`config.mk`:
```
export PLATFORM = sky130hd
export DESIGN_NAME = unsigned_div_magic_number
export DESIGN_NICKNAME = d
export VERILOG_FILES = /design/src/rtl/udmn_pkg.sv /design/src/rtl/udmn_dpath.sv /design/src/rtl/udmn_ctrl.sv /design/src/rtl/unsigned_div_magic_number.sv
export SDC_FILE = /design/constraint.sdc
export NUM_CORES = 2
export LEC_CHECK = 0
export BUFFER_PORTS_ARGS = -buffer_cell sky130_fd_sc_hd__buf_2
export CAP_MARGIN = 20
export CELL_PAD_IN_SITES_DETAIL_PLACEMENT = 1
export CELL_PAD_IN_SITES_GLOBAL_PLACEMENT = 1
export CORE_AREA = 2 2 236 354
export DETAILED_ROUTE_END_ITERATION = 8
export DIE_AREA = 0 0 238 356
export PLACE_DENSITY = 0.73
export SYNTH_ARGS = -nofsm -noshare
export SYNTH_HDL_FRONTEND = slang
export SYNTH_HIERARCHICAL = 1
export SYNTH_SLANG_ARGS = --single-unit
```
`constraint.sdc`:
```
create_clock -name clk_i -period 7.3 [get_ports clk_i]
set_input_delay 1.46 -clock clk_i [delete_from_list [all_inputs] [get_ports clk_i]]
set_output_delay 1.46 -clock clk_i [all_outputs]
set_load 0.05 [all_outputs]
```
`src/rtl/udmn_pkg.sv`:
```
// ----------------------------------------------------------------------------
// udmn_pkg
// shared constants and control/status types of the magic number generator
// ----------------------------------------------------------------------------
package udmn_pkg;

  localparam int unsigned DataWidth  = 64;
  localparam int unsigned ShiftWidth = 7;
  localparam int unsigned PWidth     = 8;
  localparam int unsigned CntWidth   = 6;

  // quotient bits of 2^63-1 by d, one per restoring step
  localparam logic [CntWidth-1:0]  DivLastIdx = CntWidth'(62);

  localparam logic [DataWidth-1:0] HalfMaxMinus = 64'h7FFF_FFFF_FFFF_FFFF;
  localparam logic [DataWidth-1:0] TopBit       = 64'h8000_0000_0000_0000;
  localparam logic [PWidth-1:0]    StartP       = 8'd63;
  localparam logic [PWidth-1:0]    EndP         = 8'd128;
  localparam logic [PWidth-1:0]    ShiftBase    = 8'd64;

  // commands from the controller to the datapath
  typedef struct packed {
    logic load;
    logic div_step;
    logic srch_step;
  } udmn_cmd_t;

  // status from the datapath to the controller
  typedef struct packed {
    logic zero;
    logic div_last;
    logic srch_more;
  } udmn_sts_t;

endpackage

```
`src/rtl/udmn_dpath.sv`:
```
// ----------------------------------------------------------------------------
// udmn_dpath
// restoring divider and doubling search registers of the magic number unit
// ----------------------------------------------------------------------------
module udmn_dpath import udmn_pkg::*; (
  input  logic                  clk_i,
  input  logic                  rst_ni,
  input  udmn_cmd_t             cmd_i,
  output udmn_sts_t             sts_o,
  input  logic [DataWidth-1:0]  divisor_i,
  output logic [DataWidth-1:0]  magic_o,
  output logic [ShiftWidth-1:0] post_shift_o,
  output logic                  add_needed_o,
  output logic                  bad_divisor_o
);

  logic [DataWidth-1:0] d_q, d_d;
  logic [DataWidth-1:0] q_q, q_d;
  logic [DataWidth-1:0] r_q, r_d;
  logic [DataWidth-1:0] pw_q, pw_d;
  logic [DataWidth-1:0] delta_q, delta_d;
  logic [PWidth-1:0]    p_q, p_d;
  logic [CntWidth-1:0]  cnt_q, cnt_d;
  logic                 add_q, add_d;
  logic                 bad_q, bad_d;

  // divider step
  logic [DataWidth:0]   rem_ext;
  logic                 div_ge;
  logic [DataWidth:0]   rem_sub;

  // search step
  logic [DataWidth-1:0] r_inc;
  logic [DataWidth-1:0] d_minus_r;
  logic [DataWidth-1:0] dmr1;
  logic [DataWidth-1:0] twice_r1;
  logic                 up;

  assign rem_ext  = {r_q, 1'b1};
  assign div_ge   = rem_ext >= {1'b0, d_q};
  assign rem_sub  = rem_ext - {1'b0, d_q};

  assign r_inc     = r_q + DataWidth'(1);
  assign d_minus_r = d_q - r_q;
  assign dmr1      = d_minus_r - DataWidth'(1);
  assign twice_r1  = {r_q[DataWidth-2:0], 1'b1};
  assign up        = r_inc >= d_minus_r;

  always_comb begin
    d_d     = d_q;
    q_d     = q_q;
    r_d     = r_q;
    pw_d    = pw_q;
    delta_d = delta_q;
    p_d     = p_q;
    cnt_d   = cnt_q;
    add_d   = add_q;
    bad_d   = bad_q;
    if (cmd_i.load) begin
      d_d     = divisor_i;
      q_d     = '0;
      r_d     = '0;
      pw_d    = '0;
      delta_d = '0;
      p_d     = StartP;
      cnt_d   = DivLastIdx;
      add_d   = 1'b0;
      bad_d   = divisor_i == '0;
    end else if (cmd_i.div_step) begin
      q_d   = {q_q[DataWidth-2:0], div_ge};
      r_d   = div_ge ? rem_sub[DataWidth-1:0] : twice_r1;
      cnt_d = cnt_q - CntWidth'(1);
    end else if (cmd_i.srch_step) begin
      p_d  = p_q + PWidth'(1);
      pw_d = (p_q == StartP) ? DataWidth'(1) : {pw_q[DataWidth-2:0], 1'b0};
      if (up) begin
        if (q_q >= HalfMaxMinus) add_d = 1'b1;
        q_d     = {q_q[DataWidth-2:0], 1'b1};
        r_d     = twice_r1 - d_q;
        // d-1-(2r+1-d) = 2(d-r-1)
        delta_d = {dmr1[DataWidth-2:0], 1'b0};
      end else begin
        if (q_q >= TopBit) add_d = 1'b1;
        q_d     = {q_q[DataWidth-2:0], 1'b0};
        r_d     = twice_r1;
        // d-1-(2r+1) = (d-r-1)-(r+1)
        delta_d = dmr1 - r_inc;
      end
    end
  end

  always_ff @(posedge clk_i) begin
    d_q     <= d_d;
    q_q     <= q_d;
    r_q     <= r_d;
    pw_q    <= pw_d;
    delta_q <= delta_d;
    p_q     <= p_d;
    add_q   <= add_d;
  end

  always_ff @(posedge clk_i or negedge rst_ni) begin
    if (!rst_ni) begin
      cnt_q <= '0;
      bad_q <= 1'b0;
    end else begin
      cnt_q <= cnt_d;
      bad_q <= bad_d;
    end
  end

  assign sts_o.zero      = divisor_i == '0;
  assign sts_o.div_last  = cnt_q == '0;
  assign sts_o.srch_more = (p_q < EndP) && (pw_q < delta_q);

  logic [PWidth-1:0] shift_full;
  assign shift_full = p_q - ShiftBase;

  assign magic_o       = bad_q ? '0 : q_q + DataWidth'(1);
  assign post_shift_o  = bad_q ? '0 : shift_full[ShiftWidth-1:0];
  assign add_needed_o  = bad_q ? 1'b0 : add_q;
  assign bad_divisor_o = bad_q;

endmodule

```
`src/rtl/udmn_ctrl.sv`:
```
// ----------------------------------------------------------------------------
// udmn_ctrl
// sequencer: load, divide, doubling search, result strobe
// ----------------------------------------------------------------------------
module udmn_ctrl import udmn_pkg::*; (
  input  logic      clk_i,
  input  logic      rst_ni,
  input  logic      start,
  output logic      busy,
  output logic      valid_o,
  output udmn_cmd_t cmd_o,
  input  udmn_sts_t sts_i
);

  localparam logic [2:0] StIdle  = 3'd0;
  localparam logic [2:0] StDiv   = 3'd1;
  localparam logic [2:0] StFirst = 3'd2;
  localparam logic [2:0] StSrch  = 3'd3;
  localparam logic [2:0] StDone  = 3'd4;

  logic [2:0] state_q, state_d;

  always_comb begin
    state_d = state_q;
    cmd_o   = '0;
    case (state_q)
      StIdle: begin
        if (start) begin
          cmd_o.load = 1'b1;
          state_d    = sts_i.zero ? StDone : StDiv;
        end
      end
      StDiv: begin
        cmd_o.div_step = 1'b1;
        if (sts_i.div_last) state_d = StFirst;
      end
      StFirst: begin
        // first doubling step is unconditional
        cmd_o.srch_step = 1'b1;
        state_d         = StSrch;
      end
      StSrch: begin
        if (sts_i.srch_more) begin
          cmd_o.srch_step = 1'b1;
        end else begin
          state_d = StDone;
        end
      end
      StDone: begin
        state_d = StIdle;
      end
      default: begin
        state_d = StIdle;
      end
    endcase
  end

  always_ff @(posedge clk_i or negedge rst_ni) begin
    if (!rst_ni) begin
      state_q <= StIdle;
    end else begin
      state_q <= state_d;
    end
  end

  assign busy    = state_q != StIdle;
  assign valid_o = state_q == StDone;

endmodule

```
`src/rtl/unsigned_div_magic_number.sv`:
```
// ----------------------------------------------------------------------------
// unsigned_div_magic_number
// magic multiplier, post-shift and add flag for a 64-bit unsigned divisor
// ----------------------------------------------------------------------------
// sequence: load, the restoring divide steps, the doubling search steps, a check,
//   then the result strobe; a zero divisor goes from load straight to the result
// throughput: one divisor at a time, next start taken the cycle after valid_o
// the divide loop (one quotient bit per cycle) and the search loop (one
//   doubling per cycle) share one set of 64-bit registers
// reset: asynchronous active low, clears the sequencer to idle; the receiver
//   cannot stall, each result is shown for exactly one cycle
// ----------------------------------------------------------------------------
module unsigned_div_magic_number import udmn_pkg::*; (
  input  logic                  clk_i,
  input  logic                  rst_ni,
  // command side: transfer when start is high and busy is low
  input  logic                  start,
  output logic                  busy,
  input  logic [DataWidth-1:0]  divisor_i,
  // result side: one-cycle strobe
  output logic                  valid_o,
  output logic [DataWidth-1:0]  magic_o,
  output logic [ShiftWidth-1:0] post_shift_o,
  output logic                  add_needed_o,
  output logic                  bad_divisor_o
);

  udmn_cmd_t cmd;
  udmn_sts_t sts;

  // sequencer: idle -> divide -> search -> result, or idle -> result for a zero divisor
  udmn_ctrl u_ctrl (
    .clk_i   (clk_i),
    .rst_ni  (rst_ni),
    .start   (start),
    .busy    (busy),
    .valid_o (valid_o),
    .cmd_o   (cmd),
    .sts_i   (sts)
  );

  // divider and search registers; result fields held stable while idle
  udmn_dpath u_dpath (
    .clk_i         (clk_i),
    .rst_ni        (rst_ni),
    .cmd_i         (cmd),
    .sts_o         (sts),
    .divisor_i     (divisor_i),
    .magic_o       (magic_o),
    .post_shift_o  (post_shift_o),
    .add_needed_o  (add_needed_o),
    .bad_divisor_o (bad_divisor_o)
  );

endmodule

```
# Word-level counts from Yosys, hierarchy flattened

Cells that the tools add are included.

Output and inout bits: 75
Memories: 0
Word-level logic and storage cells: 74
Latch bits: 0
Register bits after elaboration: 339
ROM bits: 0
Input bits: 67
Bits in writable memories: 0

Add/sub/neg operators: 10
Reduce and logical (&&, ||, !) cells: 11
Div/mod/pow operators: 0
Multiplexer cells: 27
Order comparisons: 6
Multipliers: 0
Bitwise gates (word level): 1
Shift-type cells: 0
Equal/unequal tests: 9

Operators by type and width:

| kind                                                   | count |
|---|---|
| two-way mux 64 bit                                     | 9 |
| subtractor 64 bit                                      | 4 |
| adder 64 x 1 -> 64 bit (second input constant)         | 2 |
| >= comparator 65 x 64 -> 1 bit                         | 1 |
| >= comparator 64 x 63 -> 1 bit (second input constant) | 1 |
| >= comparator 64 bit                                   | 1 |
| >= comparator 64 bit (second input constant)           | 1 |
| zero test 64 bit                                       | 1 |
| < comparator 64 bit                                    | 1 |
| subtractor 64 x 1 -> 64 bit (second input constant)    | 1 |
| two-way mux 3 bit                                      | 4 |
| two-way mux 6 bit                                      | 2 |
| case mux 3 bit (4 select lines)                        | 1 |
| two-way mux 1 bit                                      | 9 |
| adder 8 x 1 -> 8 bit (second input constant)           | 1 |
| == test 8 x 6 -> 1 bit (second input constant)         | 1 |
| < comparator 8 bit (second input constant)             | 1 |
| inequality test 2 bit (second input constant)          | 4 |
| two-way mux 7 bit                                      | 1 |
| subtractor 7 bit (second input constant)               | 1 |
| == test 3 x 2 -> 1 bit (second input constant)         | 2 |
| zero test 6 bit                                        | 1 |
| nonzero test 2 bit                                     | 3 |
| subtractor 6 x 1 -> 6 bit (second input constant)      | 1 |
| other kinds (10)                                       | 10 |

# Logic depth before layout (Yosys ltp)

Depth in word-level cells: 6
Depth in mapped cells: 32

# Hierarchy

The synthesis kept the hierarchy.

By module, submodules not included:

| module     | times used | seq. area each (µm²) | cells each | area an instance (µm²) |
|---|---|---|---|---|
| udmn_dpath | 1          | 7402.1               | 4136       | 31433.9 |
| udmn_ctrl  | 1          | 75.1                 | 21         | 175.2 |

# Least setup slack after synthesis

OpenSTA, ideal clock, no wires.

Kind: reg-to-reg
Start point: register u_dpath.d_q[0]
End point: register u_dpath.delta_q[63]
Path slack: 0.472 ns
Stages on the path, launching flop included: 32
Arrival: 6.702 ns
Cells stage by stage: edfxtp_1 inv_1 ha_1 inv_1 fa_1 a211o_1 a2111o_1 a21boi_1 o211a_1 o41ai_1 xor2_1 nor4_2 nand4_1 or4_1 buf_2 nor3b_1 xnor2_1 ha_1 a21o_1 a21o_1 a21o_1 a21oi_1 o21ai_0 a221oi_1 nand2_1 o21bai_1 a21oi_1 xor3_1 or3_1 nor3b_2 a311oi_1 a211oi_1

Longest elaborated chain between the ends: 4

Ends and longest elaborated chain:

| what                        | line             | RTL |
|---|---|---|
| start, declared             | udmn_dpath.sv:17 | `logic [DataWidth-1:0] d_q, d_d;` |
| start signal, assigned      | udmn_dpath.sv:93 | `d_q <= d_d;` |
| subtractor 64 bit (*)       | udmn_dpath.sv:44 | `assign d_minus_r = d_q - r_q;` |
| subtractor 64 x 1 -> 64 bit | udmn_dpath.sv:45 | `assign dmr1 = d_minus_r - DataWidth'(1);` |
| subtractor 64 bit           | udmn_dpath.sv:87 | `delta_d = dmr1 - r_inc;` |
| two-way mux 64 bit (*)      | udmn_dpath.sv:76 | `if (up) begin` |
| end signal, assigned        | udmn_dpath.sv:97 | `delta_q <= delta_d;` |
| end, declared               | udmn_dpath.sv:21 | `logic [DataWidth-1:0] delta_q, delta_d;` |

Every way passes the cells marked *; elsewhere a longest branch is shown, timed or not.
A chain may end at the register's enable or synchronous reset.

# Worst setup path after layout

Start point: register u_dpath.d_q[0]
End point: register u_dpath.delta_q[60]

Same word-level chain as after synthesis.

==> impl_metrics.ini <==
[synthesis]
synth_top_cell_area_share_pct = 16.78
yosys.area.top_type = dfxtp_1
synth_seq_cells = 339
synth_area_leaders = dfxtp_1 17%, ha_1 12%, a21oi_1 6.3%
synth-edff-count = 64
avgSynthCellArea_um2 = 7.604
syn_inst = 4157
synth_top_flop_cell = dfxtp_1
synth_seq_area_share_pct = 23.66
syn_nets = 4540
synth_area_um2 = 31610
synthArstFlopShare_pct = 2.950
yosys_warnings = 6
synth.distinct_cells = 105

[detailed_routing]
drt-pass1-iter-count = 9
final_antenna_net_count = 0
wl_per_cell_um = 18.83
first_iter_violations = 1540
vias = 30930
drt-total-wl_um = 102800
drc = 0
routed_via_density = 5.666

[global_route]
grt_max_degree = 158
grt_pass1_wl_um = 164500
grt_pass1_vias = 31330
grtUsageTotal_pct = 23.65
grt.overflow.total = 0
antenna_found_initial = 0

[worst_hold_path]
hold_path_startpoint = u_dpath/delta_q[54]
hold_path.class = reg -> reg
min_delay_path_depth = 2

[worst_setup_path]
start_kind = flip-flop
slowest_delay_ns = 0.44
cp_num_buf_inv = 9
critPathArrivalTime_ns = 7.59
worstPathRequired_ns = 7.73
crit_slowest_cell = a2111o_1
worst_setup_path_end_kind = flip-flop
worstSetupPathType = reg -> reg
worst-path-stages = 35
cp_max_fo = 4
worstSetupStartpoint = u_dpath/d_q[0]
reg2reg_depth = 35
path_common_cell = buf_4
path_delay_family = compound AO/OA/AOI/OAI gates
rr_startpoint = u_dpath/d_q[0]

[cells_and_area]
drive_gt1_share_pct = 12.25
final_cells = 5458
final_common_cell = nand2_1
design_area_um2 = 36320
fin_nets = 4763
area_growth_pct = 14.91
final_util_pct = 44.30
layout_common_cells = 444 x nand2_1, 391 x a21oi_1, 331 x inv_1

[die]
placement_rows = 129
die-area_um2 = 84730
core-area_um2 = 81990
die_y_um = 356
io_pins = 142
die_w_um = 238
start_util_pct = 38.55

[timing]
setup_viol = 0
worst_pin_slew_ns = 1.016
rsz0062_at_grt = yes
fin_crit_ns = 7.161
slew_violations = 0
final-hold-violation-count = 0
finClkSkew_ns = 0.02642
clock.fmax_mhz = 139.7
whs_ns = 0.4557
post-route-period-util_pct = 98.09
slew_headroom_pct = 31.63

[place]
portBuffers = 141
gp_congestion = 0.9002
dp_cells = 5371
place_area_um2 = 34640
place_hpwl_um = 82520

[run_status]
status = finished, final reports clean

[clock_tree]
ctsRootBufferMaster = clkbuf_16
cts_tree = yes
htree_num_levels = 2
clock_latency_ns = 0.59
clock-sinks = 339
path_clk_slew_ns = 0.06
cts_buffer_depth = 3
numCtsBuffers = 39
holdBufCountCts = 0

[run]
drv_cap = 0
flip-flops by register name (all words and copies together) (netlist names):
name and cells:
u_dpath/d_q 64, u_dpath/delta_q 64, u_dpath/pw_q 64, u_dpath/q_q 64, u_dpath/r_q 64, u_dpath/p_q 8
u_dpath/cnt_q 6, u_ctrl/state_q 3, u_dpath/add_q 1, u_dpath/bad_divisor_o 1
final timing paths:
kind / to / slack (ns)
max: u_dpath/delta_q[60] / 0.14
min: u_dpath/delta_q[54] / 0.46
max reg2reg: u_dpath/delta_q[60] / 0.14
min reg2reg: u_dpath/delta_q[54] / 0.46
max in group asynchronous: u_dpath/bad_divisor_o / 6.35
min in group asynchronous: u_dpath/cnt_q[5] / 0.73
what timing repair did:
action                                  CTS  global route
endpoints found under the setup margin    2            74
setup buffers                             0            16
pin swaps                                 0            60
gates resized for setup                   2            68
cells in the mapped netlist, drive strengths merged (11+ instances only):
library cell,count
a2111oi,11
a211o,15
a211oi,113
a21boi,12
a21o,165
a21oi,398
a221oi,11
a222oi,62
a31oi,16
and2,26
and3,60
and4,20
buf,49
clkbuf,148
dfxtp,265
edfxtp,64
ha,313
inv,334
nand2,446
nand2b,45
nand3,187
nand4,93
nor2,317
nor2b,54
nor3,64
nor3b,13
nor4,49
o211ai,27
o21a,31
o21ai,142
o21bai,29
o31ai,14
or2,13
or3,25
xnor2,221
xor2,131
logic make-up after synthesis:
kind of cell,count (synthesis),synth area share [%]
AND/OR/NAND/NOR,1450,22.48
AO/OA/AOI/OAI,1153,24.28
buffers and inverters,531,6.606
XOR/XNOR,354,9.947
flip-flops,339,23.66
adder cells (fa/ha/maj),318,12.64
multiplexers,12,0.3879
layer usage:
layer / up-vias / GRT usage, % / part of all wire, %
met5: - / 0 / 0
li1: 15420 / - / -
met4: 0 / 8.338 / 3.6
met1: 14820 / 28.26 / 43
met3: 162 / 2.037 / 2.7
met2: 523 / 43.93 / 51
through the flow:
stage / TNS (ns) / worst slack (ns)
finish: 0 / 0.1394
global route: -1.522 / -0.2830
CTS: 0 / 0.0005231
detailed placement: -0.09876 / -0.06133
global placement: 0 / 0.08292
floorplan: 0 / 0.4715
layout make-up:
class | count | area, um2
fill | 10250 | 45670
multi-input combinational | 3287 | 22400
sequential | 339 | 7478
timing repair buffer | 379 | 2616
tap | 1048 | 1311
inverter | 334 | 1254
clock buffer | 59 | 1141
clock inverter | 11 | 117.6
antenna | 1 | 2.502
worst min-delay path, delay by kind of cell, from the launching register on:
family / cells / cell delay, ns
compound gates: 1 / 0.05
simple gates: 1 / 0.05
flops: 1 / 0.31
Power is left out: the tool's default activity adds up to more than one toggle a clock period on the data nets, which glitch-free logic cannot reach.
